[src/hdl/pald_fifo.sv]
// ----------------------------------------------------------------------------
// pald_fifo
// Short register queue between the front end and the back end.
// ----------------------------------------------------------------------------
module pald_fifo #(
  parameter int WIDTH = 8,
  parameter int DEPTH = 4
) (
  input  logic             clk,
  input  logic             rst,
  input  logic             in_valid,
  output logic             in_ready,
  input  logic [WIDTH-1:0] in_data,
  output logic             out_valid,
  input  logic             out_ready,
  output logic [WIDTH-1:0] out_data
);
  localparam int PW = (DEPTH > 1) ? $clog2(DEPTH) : 1;
  localparam int CW = $clog2(DEPTH + 1);

  logic [WIDTH-1:0] mem [DEPTH];
  logic [PW-1:0]    wr_ptr, rd_ptr;
  logic [CW-1:0]    count;
  logic             push, pop;

  assign in_ready  = (count != CW'(DEPTH));
  assign out_valid = (count != '0);
  assign push      = in_valid && in_ready;
  assign pop       = out_valid && out_ready;
  assign out_data  = mem[rd_ptr];

  always_ff @(posedge clk) begin
    if (rst) begin
      wr_ptr <= '0;
      rd_ptr <= '0;
      count  <= '0;
    end else begin
      if (push) wr_ptr <= (wr_ptr == PW'(DEPTH - 1)) ? '0 : wr_ptr + 1'b1;
      if (pop)  rd_ptr <= (rd_ptr == PW'(DEPTH - 1)) ? '0 : rd_ptr + 1'b1;
      if (push && !pop)      count <= count + 1'b1;
      else if (pop && !push) count <= count - 1'b1;
    end
  end

  always_ff @(posedge clk) begin
    if (push) mem[wr_ptr] <= in_data;
  end

endmodule

[config.mk]
export PLATFORM = sky130hd
export DESIGN_NAME = pald_fifo
export DESIGN_NICKNAME = d
export VERILOG_FILES = /design/src/hdl/pald_fifo.sv
export SDC_FILE = /design/constraint.sdc
export NUM_CORES = 1
export LEC_CHECK = 0
export ABC_CLOCK_PERIOD_IN_PS = 5100
export BUFFER_PORTS_ARGS = -buffer_cell sky130_fd_sc_hd__buf_2
export CELL_PAD_IN_SITES_DETAIL_PLACEMENT = 2
export CELL_PAD_IN_SITES_GLOBAL_PLACEMENT = 2
export CORE_AREA = 2 2 47 92
export CTS_CLUSTER_DIAMETER = 30
export DETAILED_ROUTE_END_ITERATION = 6
export DIE_AREA = 0 0 49 94
export PLACE_DENSITY_LB_ADDON = 0.12
export SYNTH_ARGS = -nofsm -noshare
export SYNTH_HDL_FRONTEND = slang
export SYNTH_SLANG_ARGS = --single-unit
[constraint.sdc]
create_clock -name clk -period 5.1 [get_ports clk]
set_input_delay 0.255 -clock clk [delete_from_list [all_inputs] [get_ports clk]]
set_output_delay 0.255 -clock clk [all_outputs]
set_load 0.01 [all_outputs]
==> results of run 1 <==
[synth_stat cells, drive strengths merged]
library cell,count,area (um^2)
o21ai,1,5.00
inv,3,11.3
edfxtp,32,961
o31ai,2,20.0
a21oi,2,10.0
nand3,1,5.00
and3,4,30.0
xor2,2,17.5
mux2i,3,30.0
buf,2,8.75
clkbuf,2,8.75
nor2,3,11.3
fa,1,20.0
nand2b,2,12.5
or3b,1,8.76
nor3,1,5.00
dfxtp,9,180
ha,6,75.1
or3,3,21.3
and2,1,8.76
mux4,8,180
nand2,1,3.75
[registers in the layout, indices dropped and copies added, names as in the netlist, named ones only]
signal,flops
mem,32
rd_ptr,2
wr_ptr,2
count,3
[worst max-delay path by stage]
stage / startpoint / end / slack (ns)
6_report: count[1] / count[2] / 2.63
5_1_grt: count[0] / count[2] / 2.49
4_1_cts: count[0] / count[2] / 2.58
3_5_place_dp: count[0] / count[2] / 2.59
3_3_place_gp: count[0] / count[2] / 2.79
2_1_floorplan: count[0] / count[2] / 2.93
[report_power, final]
part	internal [mW]	switching (mW)
combinational	0.121	0.118
sequential	0.411	0.0443
clock	0.0971	0.0972
total	0.629	0.260
[stage by stage]
| step | area [um^2] | instances | power (mW) | util (%) | hold slack (ns) |
|---|---|---|---|---|---|
| floorplan | 1630 | 90 | 0.621 | - | 0.354 |
| global placement | 1790 | 158 | 0.685 | 46.0 | 0.467 |
| detailed placement | 1790 | 158 | 0.710 | 46.0 | 0.477 |
| CTS | 1870 | 166 | 0.904 | 48.0 | 0.182 |
| global route | 1870 | 166 | 0.945 | 48.0 | 0.177 |
| finish | 1870 | 166 | 0.889 | 48.0 | 0.188 |
[worst register-to-register path: cells and delay by family (launching register included)]
kind            cells  cell delay [ns]
simple gates        1             0.43
xor+xnor            1             0.16
compound gates      2             0.69
flops               1             0.36
fa+ha+maj           2             0.69
buf+inv             1             0.07
[routing by layer]
| metal | GRT usage, % | part of all wire [%] | vias to the layer above |
|---|---|---|---|
| li1 | - | - | 391 |
| met4 | 8.57 | 2.5 | 0 |
| met5 | 0 | 0 | - |
| met2 | 29.2 | 60 | 18 |
| met1 | 14.3 | 34 | 430 |
| met3 | 3.18 | 3.7 | 5 |
[cell families after synthesis]
family / synth area share (%)
multiplexers: 12.9
flip-flops: 69.8
AND/OR/NAND/NOR: 6.51
adder cells (fa/ha/maj): 5.82
AO/OA/AOI/OAI: 2.14
buffers and inverters: 1.76
XOR/XNOR: 1.07
[cell type report]
cell class | instances | share of cell area (%)
inverter | 3 | 0.604
clock buffer | 8 | 4.29
multi-input combinational | 42 | 24.9
tap | 51 | 3.42
sequential | 41 | 61.2
timing repair buffer | 21 | 5.63
==> key figures, run 1 <==
Global routing
  – Largest net degree at the start of global routing: 12
  – Gr usage total: 15.2%
  – Initial antenna violation count: 0
  – GRT overflow: 0
  – Vias in the first global route: between 900 and 1,000
  – First-pass GRT wire length: 4910 um

Hold path
  – Hold-critical path depth: 1
  – Min-Delay Path Class: primary input to flip-flop
  – Hold endpoint: mem[0][5]
  – Hold Path Origin: in_data[5]

Logic synthesis
  – Mapped cell area: ~1600 um^2
  – Post-synthesis sequential area ratio: 69.8%
  – Synth Net Count: 109
  – Ys Warns: 0
  – Synth cell types: 26
  – Synth Instances: 90
  – Yosys reg bits: 41
  – Avg Inst Size Synth: ~18 um^2

CTS
  – Clock Tree Buf Depth: 2
  – CTS tree: done
  – Clk_lat worst skew: 0.28 ns
  – Hold buffers post-CTS: 0
  – Root buf cell: clkbuf_8
  – H-tree Lvls: 2
  – CTS Buf Count: 5
  – Post-CTS Setup Inserts: 0
  – Clock slew at reported path FFs: 0.07 ns
  – Post_cts resized: 0
  – CTS Sinks: 41

Final layout
  – Share of cells above drive strength 1: 36.5%
  – Area Growth Syn to Fin: 14.2%
  – Multi-input gate area: 464 um^2
  – Final-stage net count: about 130
  – Commonest non-fill, non-tap cell in the layout: edfxtp_1
  – Most frequent cells in the layout: edfxtp_1 (32), buf_2 (21), dfxtp_1 (9)
  – N_diodes: 0
  – Fill cells: slightly below 400
  – Sequential Area: 1140 um^2

Worst setup path
  – Worst EP arrival: 2.67 ns
  – R2R depth: 7
  – Crit-path slowest cell: o31ai_1
  – Critical path's top delay family: compound AO/OA/AOI/OAI gates
  – CP endpoint kind: flip-flop
  – Crit-path cells: o31ai_1 > ha_1 > inv_1 > fa_1 > xor2_1 > or3_2 > a21oi_1
  – CP Depth: 7
  – Reg-to-reg endpoint: count[2]
  – Worst r2r src: count[1]
  – CP max stage delay: 0.51 ns
  – CP Max Fanout: 5
  – Type of origin of the critical path: flip-flop
  – CP Class: flip-flop to flip-flop
  – Required @ worst endpoint: 5.30 ns
  – Critical path buffers and inverters: 1
  – Reg2Reg Setup Slack: between 2 and 3 ns

Route
  – DRC errors left: 0
  – Vias after detailed routing: 844
  – DRC violation total after the first TritonRoute iteration: 8
  – ANT nets after route: 0
  – Wire length per cell: about 18 um
  – Post-DR vias/cell: 5.08
  – Post-Route WL: 2970 um
  – Pre-antenna DRT Iters: 3

STA
  – Period utilization: 48.4%
  – Final setup viols: 0
  – Tmin final: around 2.5 ns
  – Slew Limit Fails: 0
  – Clock Skew: 0.00478 ns
  – Slew margin rel.: between 60% and 70%
  – RSZ-0062 raised after global routing: no
  – Fin Setup TNS: 0 ns
  – Max Freq: 405 MHz
  – Setup ws final: 2.63 ns
  – Slew @ Worst Pin: approximately 0.58 ns
  – Final Hold Viols: 0

Placement
  – Detailed-placement wirelength estimate: between 2000 and 2500 um
  – Port bufs: 21
  – GP Congestion: 0.675
  – Pre-CTS setup slack: 2.59 ns

Floorplanning
  – Die height: 94 um
  – Core area: 3880 um^2
  – Die Wd: 49 um
  – I/O pin cnt: 22
  – Std-Cell Rows: 32
  – Die ar.: 4610 um^2
  – Starting Density: a little over two fifths

Job
  – Max-cap violations: 0

Power and ir drop
  – Pwr dens: 476 nW/um^2
  – P_leak: 0.683 nW
  – Peak supply drop: ~260 uV

Status
  – Run status: finished clean
Note: power is estimated with default switching activity, not from simulation.
==> run 2: changes to the inputs <==
--- a/config.mk
+++ b/config.mk
@@ -5,14 +5,14 @@
 export SDC_FILE = /design/constraint.sdc
 export NUM_CORES = 1
 export LEC_CHECK = 0
-export ABC_CLOCK_PERIOD_IN_PS = 5100
+export ABC_CLOCK_PERIOD_IN_PS = 2000
 export BUFFER_PORTS_ARGS = -buffer_cell sky130_fd_sc_hd__buf_2
 export CELL_PAD_IN_SITES_DETAIL_PLACEMENT = 2
 export CELL_PAD_IN_SITES_GLOBAL_PLACEMENT = 2
-export CORE_AREA = 2 2 47 92
+export CORE_AREA = 2 2 50 99
 export CTS_CLUSTER_DIAMETER = 30
 export DETAILED_ROUTE_END_ITERATION = 6
-export DIE_AREA = 0 0 49 94
+export DIE_AREA = 0 0 52 101
 export PLACE_DENSITY_LB_ADDON = 0.12
 export SYNTH_ARGS = -nofsm -noshare
 export SYNTH_HDL_FRONTEND = slang
==> constraint.sdc (replaced) <==
create_clock -name clk -period 2 [get_ports clk]
set_input_delay 0.1 -clock clk [delete_from_list [all_inputs] [get_ports clk]]
set_output_delay 0.1 -clock clk [all_outputs]
set_load 0.01 [all_outputs]
==> run 2 against run 1 <==
Against the previous run:
- the run now ends with setup timing left
- utilization shrank 3.1 points
- combinational power rose to 3.3 times the previous value
- count of clock-buffer cells in the layout shrank 3
- clock power increased to 4.0 times the previous value
- maximum frequency increased by 23%
- critical path type unchanged
- largest power group unchanged
- highest routed layer unchanged
==> key figures, run 2 (synthesized netlist as in run 1, its figures left out) <==
Status
  – Run status: finished with violations (was finished clean)
  – Failing checks: setup timing

Power and ir drop
  – Clock share of power: 28.4% (was 21.9%)
  – Logic gate share of total power: 28.6% (was 26.9%)
  – P_leak: 0.746 nW (was 0.683 nW)
  – Sequential power share: 43.0% (was 51.2%)
  – P_int: 1.99 mW (was 0.629 mW)
  – Total power: 2.76 mW (was 0.889 mW)
  – Pwr dens: 1360 nW/um^2 (was 476 nW/um^2)
  – Sw frac: 27.8% (was 29.2%)
  – Peak supply drop: 647 uV (was 261 uV)
  – NetSw: 0.767 mW (was 0.260 mW)

Global routing
  – Initial antenna violation count: 0 (unchanged)
  – Grt met2 use: 25.0% (was 29.2%)
  – First-pass GRT wire length: 5100 um (was 4910 um)
  – Global-route track usage on met1: 16.4% (was 14.3%)
  – GR peak layer: met2 (unchanged)
  – Largest net degree at the start of global routing: 15 (was 12)
  – GRT overflow: 0 (unchanged)
  – Vias in the first global route: 948 (was 953)
  – Met3 global-route usage: 3.26% (was 3.18%)
  – Gr usage total: 14.4% (was 15.2%)

Final layout
  – Largest register FFs: 32 (unchanged)
  – N_diodes: 0 (unchanged)
  – Post-Layout Cell Count: 176 (was 166)
  – Final-stage net count: 139 (was 133)
  – Top Registers: mem x32, count x3 (unchanged)
  – Area Growth Syn to Fin: 24.1% (was 14.2%)
  – Most flops, register: mem (unchanged)
  – Share of cells above drive strength 1: 50.4% (was 36.5%)
  – Commonest non-fill, non-tap cell in the layout: edfxtp_1 (unchanged)
  – Most frequent cells in the layout: edfxtp_1 (32), buf_2 (21), mux4_2 (8) (was edfxtp_1 (32), buf_2 (21), dfxtp_1 (9))
  – Design area: 2030 um^2 (was 1870 um^2)
  – Fill cells: 419 (was 385)

STA
  – Clock Skew: 0.00607 ns (was 0.00478 ns)
  – Setup ws final: -0.00691 ns (was 2.63 ns)
  – Final setup viols: 1 (was 0)
  – Slew margin rel.: 63.9% (was 61.6%)
  – Tmin final: 2.01 ns (was 2.47 ns)
  – RSZ-0062 raised after global routing: yes (was no)
  – Slew Limit Fails: 0 (unchanged)
  – Hold_ws: 0.0264 ns (was 0.188 ns)
  – Max Freq: 498 MHz (was 405 MHz)
  – Final Hold Viols: 0 (unchanged)
  – Period utilization: 100% (was 48.4%)
  – Slew @ Worst Pin: 0.541 ns (was 0.575 ns)

CTS
  – CTS tree: done (unchanged)
  – Root buf cell: clkbuf_8 (unchanged)
  – Hold buffers post-CTS: 0 (unchanged)
  – CTS Buf Count: 5 (unchanged)
  – CTS Sinks: 41 (unchanged)
  – H-tree Lvls: 2 (unchanged)
  – Clock slew at reported path FFs: 0.08 ns (was 0.07 ns)
  – Clock Tree Buf Depth: 2 (unchanged)
  – Clk_lat worst skew: 0.29 ns (was 0.28 ns)

Floorplanning
  – Std-Cell Rows: 35 (was 32)
  – Die Wd: 52 um (was 49 um)
  – Die ar.: 5250 um^2 (was 4610 um^2)
  – Core area: 4510 um^2 (was 3880 um^2)
  – I/O pin cnt: 22 (unchanged)
  – Die height: 101 um (was 94 um)
  – Starting Density: 36.2% (was 42.1%)

Worst setup path
  – CP endpoint kind: flip-flop (unchanged)
  – CP Max Fanout: 3 (was 5)
  – Reg2Reg Setup Slack: -0.007 ns (was 2.63 ns)
  – Setup crit end: count[2] (unchanged)
  – Worst EP arrival: 2.22 ns (was 2.67 ns)
  – Critical Path Start: count[2] (was count[1])
  – R2R depth: 8 (was 7)
  – Required @ worst endpoint: 2.22 ns (was 5.30 ns)
  – CP Class: flip-flop to flip-flop (unchanged)
  – Reg-to-reg endpoint: count[2] (unchanged)
  – Worst r2r src: count[2] (was count[1])
  – Type of origin of the critical path: flip-flop (unchanged)

Route
  – Vias after detailed routing: 854 (was 844)
  – Post-Route WL: 3330 um (was 2970 um)
  – Pre-antenna DRT Iters: 4 (was 3)
  – ANT nets after route: 0 (unchanged)
  – DRC violation total after the first TritonRoute iteration: 12 (was 8)
  – DRC errors left: 0 (unchanged)
  – Wire length per cell: 18.9 um (was 17.9 um)
  – Post-DR vias/cell: 4.85 (was 5.08)

Placement
  – Detailed-placement wirelength estimate: 2270 um (was 2260 um)
  – Port bufs: 21 (unchanged)
  – Placed Area: 1840 um^2 (was 1790 um^2)
  – Dpl cells: 164 (was 158)
  – GP Congestion: 0.722 (was 0.675)

Hold path
  – Min-Delay Path Class: primary input to flip-flop (unchanged)

Job
  – Max-cap violations: 0 (unchanged)
==> run 2: cell count changes in the layout (fill, tap and decap cells not counted), sizes merged <==
cell    before  now
clkbuf       8    5
buf         21   27
bufinv       0    2
inv          3    4
==> run 2: critical path, stage by stage, from the launching register on <==
cell and delay, ns:
dfxtp_4 0.36, or3b_4 0.24, and2_4 0.16, ha_4 0.13
inv_2 0.04, fa_2 0.41, xor2_2 0.17, or3_4 0.33
a21oi_2 0.11
==> run 2: routing by layer <==
metal | routed length, um | part of all wire [%] | vias to the layer above
li1 | - | - | 400
met1 | 1340 | 40 | 435
met2 | 1870 | 56 | 15
met3 | 68 | 2.0 | 4
met4 | 48 | 1.4 | 0
met5 | 0 | 0 | -
==> run 2: final cells by class <==
type | instances | area [um^2] | share of cell area, %
Clock inverter | 3 | 68.8 | 3.39
Tap cell | 55 | 68.8 | 3.39
Clock buffer | 5 | 68.8 | 3.39
Sequential cell | 41 | 1150 | 56.7
Inverter | 3 | 11.3 | 0.555
Timing Repair Buffer | 27 | 150 | 7.40
Multi-Input combinational cell | 42 | 510 | 25.2
==> run 2: worst min-delay path by stage <==
stage	slack, ns	endpoint	depth (start not counted)	from
2_1_floorplan	0.20	mem[0][0]	0	in_data[0]
3_3_place_gp	0.31	mem[3][2]	1	in_data[2]
3_5_place_dp	0.32	mem[3][3]	1	in_data[3]
4_1_cts	0.02	mem[1][6]	1	in_data[6]
5_1_grt	0.03	mem[3][2]	1	in_data[2]
6_report	0.03	mem[1][6]	1	in_data[6]
==> run 2: metrics by stage <==
step	setup WS, ns	setup TNS, ns	util, %
after floorplan	0.0220	0	-
after global placement	0.114	0	40.7
after detailed placement	-0.0365	-0.0365	40.7
after CTS	0.000802	0	44.4
after global routing	-0.0396	-0.0396	45.0
final	-0.00691	-0.00691	45.0
==> run 2: repair_timing <==
item                                    4_1_cts  5_1_grt
pin swaps                                     0        2
endpoints found under the setup margin        1        1
resized for setup                             3        2
buffers inserted                              2        2
==> run 2: power groups by stage <==
stage	sequential, mW	combinational, mW	clock (mW)
floorplan	1.13	0.528	0
global placement	1.18	0.649	0
detailed placement	1.20	0.715	0
CTS	1.19	0.758	0.808
global route	1.21	0.858	0.839
finish	1.19	0.788	0.784
==> run 3: changes to the inputs <==
--- a/config.mk
+++ b/config.mk
@@ -13,6 +13,7 @@
 export CTS_CLUSTER_DIAMETER = 30
 export DETAILED_ROUTE_END_ITERATION = 6
 export DIE_AREA = 0 0 52 101
+export GPL_TIMING_DRIVEN = 0
 export PLACE_DENSITY_LB_ADDON = 0.12
 export SYNTH_ARGS = -nofsm -noshare
 export SYNTH_HDL_FRONTEND = slang
==> constraint.sdc (replaced) <==
create_clock -name clk -period 2 [get_ports clk]
set_input_delay 0.6 -clock clk [delete_from_list [all_inputs] [get_ports clk]]
set_output_delay 0.6 -clock clk [all_outputs]
set_load 0.01 [all_outputs]
==> run 3 against run 2 <==
Against the previous run:
- the run still ends with setup timing left
- register-to-register slack improved by 0.05 ns
- clock power is 14% lower
- via count up 4.4%
- cell count up 2.8%
- utilization increased by 1.8 points
- sequential share of layout area down 2.0 points
- non-clock buffer count increased by 5
- setup slack got worse by 0.048 ns
- final area grew 3.9%
- total power up 3.5%
- largest power group unchanged
==> key figures, run 3 (synthesized netlist as in run 1, its figures left out) <==
Status
  – Failing checks: setup timing (unchanged)
  – Run status: finished with violations (unchanged)

Power and ir drop
  – Pwr dens: 1350 nW/um^2 (was 1360 nW/um^2)
  – Clock share of power: 23.6% (was 28.4%)
  – P_int: 2.03 mW (was 1.99 mW)
  – Logic gate share of total power: 35.7% (was 28.6%)
  – Peak supply drop: 551 uV (was 647 uV)
  – Sw frac: 28.7% (was 27.8%)
  – Sequential power share: 40.7% (was 43.0%)
  – NetSw: 0.817 mW (was 0.767 mW)
  – P_leak: 0.773 nW (was 0.746 nW)

Worst setup path
  – Type of origin of the critical path: flip-flop (unchanged)
  – CP endpoint kind: output port (was flip-flop)
  – Reg-to-reg endpoint: count[1] (was count[2])
  – CP Class: flip-flop to output port (was flip-flop to flip-flop)
  – Required @ worst endpoint: 1.40 ns (was 2.22 ns)
  – R2R depth: 7 (was 8)
  – Worst r2r src: count[0] (was count[2])
  – Worst EP arrival: 1.45 ns (was 2.22 ns)
  – CP Max Fanout: 8 (was 3)
  – Reg2Reg Setup Slack: 0.04 ns (was -0.007 ns)

STA
  – Slew @ Worst Pin: 0.428 ns (was 0.541 ns)
  – Final setup viols: 8 (was 1)
  – Max Freq: 487 MHz (was 498 MHz)
  – RSZ-0062 raised after global routing: yes (unchanged)
  – Setup ws final: -0.0550 ns (was -0.00691 ns)
  – Slew Limit Fails: 0 (unchanged)
  – Slew margin rel.: 71.5% (was 63.9%)
  – Clock Skew: 0.00754 ns (was 0.00607 ns)
  – Final Hold Viols: 0 (unchanged)
  – Period utilization: 103% (was 100%)
  – Tmin final: 2.05 ns (was 2.01 ns)
  – Hold_ws: 0.506 ns (was 0.0264 ns)

Global routing
  – Largest net degree at the start of global routing: 15 (unchanged)
  – First-pass GRT wire length: 5360 um (was 5100 um)
  – Gr usage total: 15.0% (was 14.4%)
  – Initial antenna violation count: 0 (unchanged)
  – GRT overflow: 0 (unchanged)
  – Vias in the first global route: 1,027 (was 948)

Final layout
  – Top Registers: mem x32, count x3 (unchanged)
  – Largest register FFs: 32 (unchanged)
  – Multi-input gate area: 510 um^2 (unchanged)
  – Final-stage net count: 144 (was 139)
  – Share of cells above drive strength 1: 52.4% (was 50.4%)
  – N_diodes: 0 (unchanged)
  – Commonest non-fill, non-tap cell in the layout: edfxtp_1 (unchanged)
  – Post-Layout Cell Count: 181 (was 176)
  – Fill cells: 405 (was 419)
  – Most flops, register: mem (unchanged)
  – Area Growth Syn to Fin: 29.0% (was 24.1%)
  – Most frequent cells in the layout: edfxtp_1 (32), buf_2 (12), buf_4 (10) (was edfxtp_1 (32), buf_2 (21), mux4_2 (8))
  – Sequential Area: 1150 um^2 (about the same)

CTS
  – CTS tree: done (unchanged)
  – Clock Tree Buf Depth: 2 (unchanged)
  – CTS Buf Count: 5 (unchanged)
  – Clock slew at reported path FFs: 0.08 ns (about the same)
  – CTS Sinks: 41 (unchanged)
  – Clk_lat worst skew: 0.30 ns (was 0.29 ns)
  – H-tree Lvls: 2 (unchanged)
  – Hold buffers post-CTS: 0 (unchanged)
  – Root buf cell: clkbuf_8 (unchanged)

Job
  – Max-cap violations: 0 (unchanged)

Floorplanning
  – Die ar.: 5250 um^2 (unchanged)
  – Std-Cell Rows: 35 (unchanged)
  – I/O pin cnt: 22 (unchanged)
  – Die Wd: 52 um (unchanged)
  – Starting Density: 36.2% (unchanged)
  – Die height: 101 um (unchanged)
  – Core area: 4510 um^2 (unchanged)

Route
  – ANT nets after route: 0 (unchanged)
  – Wire length per cell: 18.5 um (was 18.9 um)
  – Post-DR vias/cell: 4.93 (was 4.85)
  – DRC violation total after the first TritonRoute iteration: 18 (was 12)
  – DRC errors left: 0 (unchanged)
  – Vias after detailed routing: 892 (was 854)
  – Pre-antenna DRT Iters: 4 (unchanged)
  – Post-Route WL: 3360 um (was 3330 um)

Hold path
  – Min-Delay Path Class: flip-flop to flip-flop (was primary input to flip-flop)
  – Hold-critical path depth: 2 (was 1)
  – Hold Path Origin: rd_ptr[0] (was in_data[6])

Placement
  – Port bufs: 20 (was 21)
  – Detailed-placement wirelength estimate: 2340 um (was 2270 um)
  – GP Congestion: 0.767 (was 0.722)
  – Dpl cells: 165 (was 164)
==> run 3: cell count changes in the layout (fill, tap and decap cells not counted), sizes merged <==
| cell | delta |
|---|---|
| clkinvlp | +1 |
| clkinv | +1 |
| clkbuf | +1 |
| inv | -1 |
| buf | +4 |
| bufinv | -1 |
==> run 3: cell type report <==
type                            count  share of cell area [%]
Inverter                            3                   0.534
Sequential cell                    41                    54.7
Tap cell                           55                    3.26
Clock inverter                      3                    2.20
Timing Repair Buffer               30                    10.7
Clock buffer                        5                    3.26
Buffer                              2                    1.13
Multi-Input combinational cell     42                    24.2
==> run 3: layer usage <==
layer,GRT usage (%),part of all wire (%),up-vias
met1,16.8,39,448
li1,-,-,418
met5,0,0,-
met3,3.56,3.0,7
met4,8.50,2.6,0
met2,25.2,55,19
==> run 3: how the worst max path moves through the flow <==
stage / to / slack, ns / cells past startpoint
detailed placement: count[2] / -0.15 / 8
floorplan: count[2] / 0.02 / 9
finish: out_data[6] / -0.05 / 3
global placement: count[2] / -0.09 / 8
CTS: out_data[6] / -0.12 / 3
global route: out_data[6] / -0.11 / 3
==> run 3: power groups by stage <==
stage,combinational [mW],sequential [mW],clock (mW)
after floorplan,0.528,1.13,0
after global placement,0.687,1.14,0
after detailed placement,0.750,1.16,0
after CTS,0.922,1.15,0.703
after global routing,1.12,1.17,0.723
final,1.02,1.16,0.673
==> run 3: repair_timing <==
action,4_1_cts,5_1_grt
pin swaps,2,3
buffers inserted,9,1
gates resized for setup,13,7
setup endpoints to repair,10,12
==> run 3: critical path: stages (launching register included) <==
cell and delay (ns):
dfxtp_2 0.35, buf_12 0.14, mux4_2 0.53, buf_6 0.14
==> run 3: through the flow <==
step / worst slack, ns / instance area, um^2 / power, mW / utilization (%) / TNS (ns)
2_1_floorplan: 0.0220 / 1670 / 1.66 / - / 0
3_3_place_gp: -0.0880 / 1840 / 1.82 / 40.8 / -0.0880
3_5_place_dp: -0.147 / 1840 / 1.91 / 40.8 / -0.222
5_1_grt: -0.109 / 2110 / 3.02 / 46.7 / -0.838
4_1_cts: -0.118 / 2060 / 2.78 / 45.7 / -0.690
6_report: -0.0550 / 2110 / 2.85 / 46.7 / -0.309
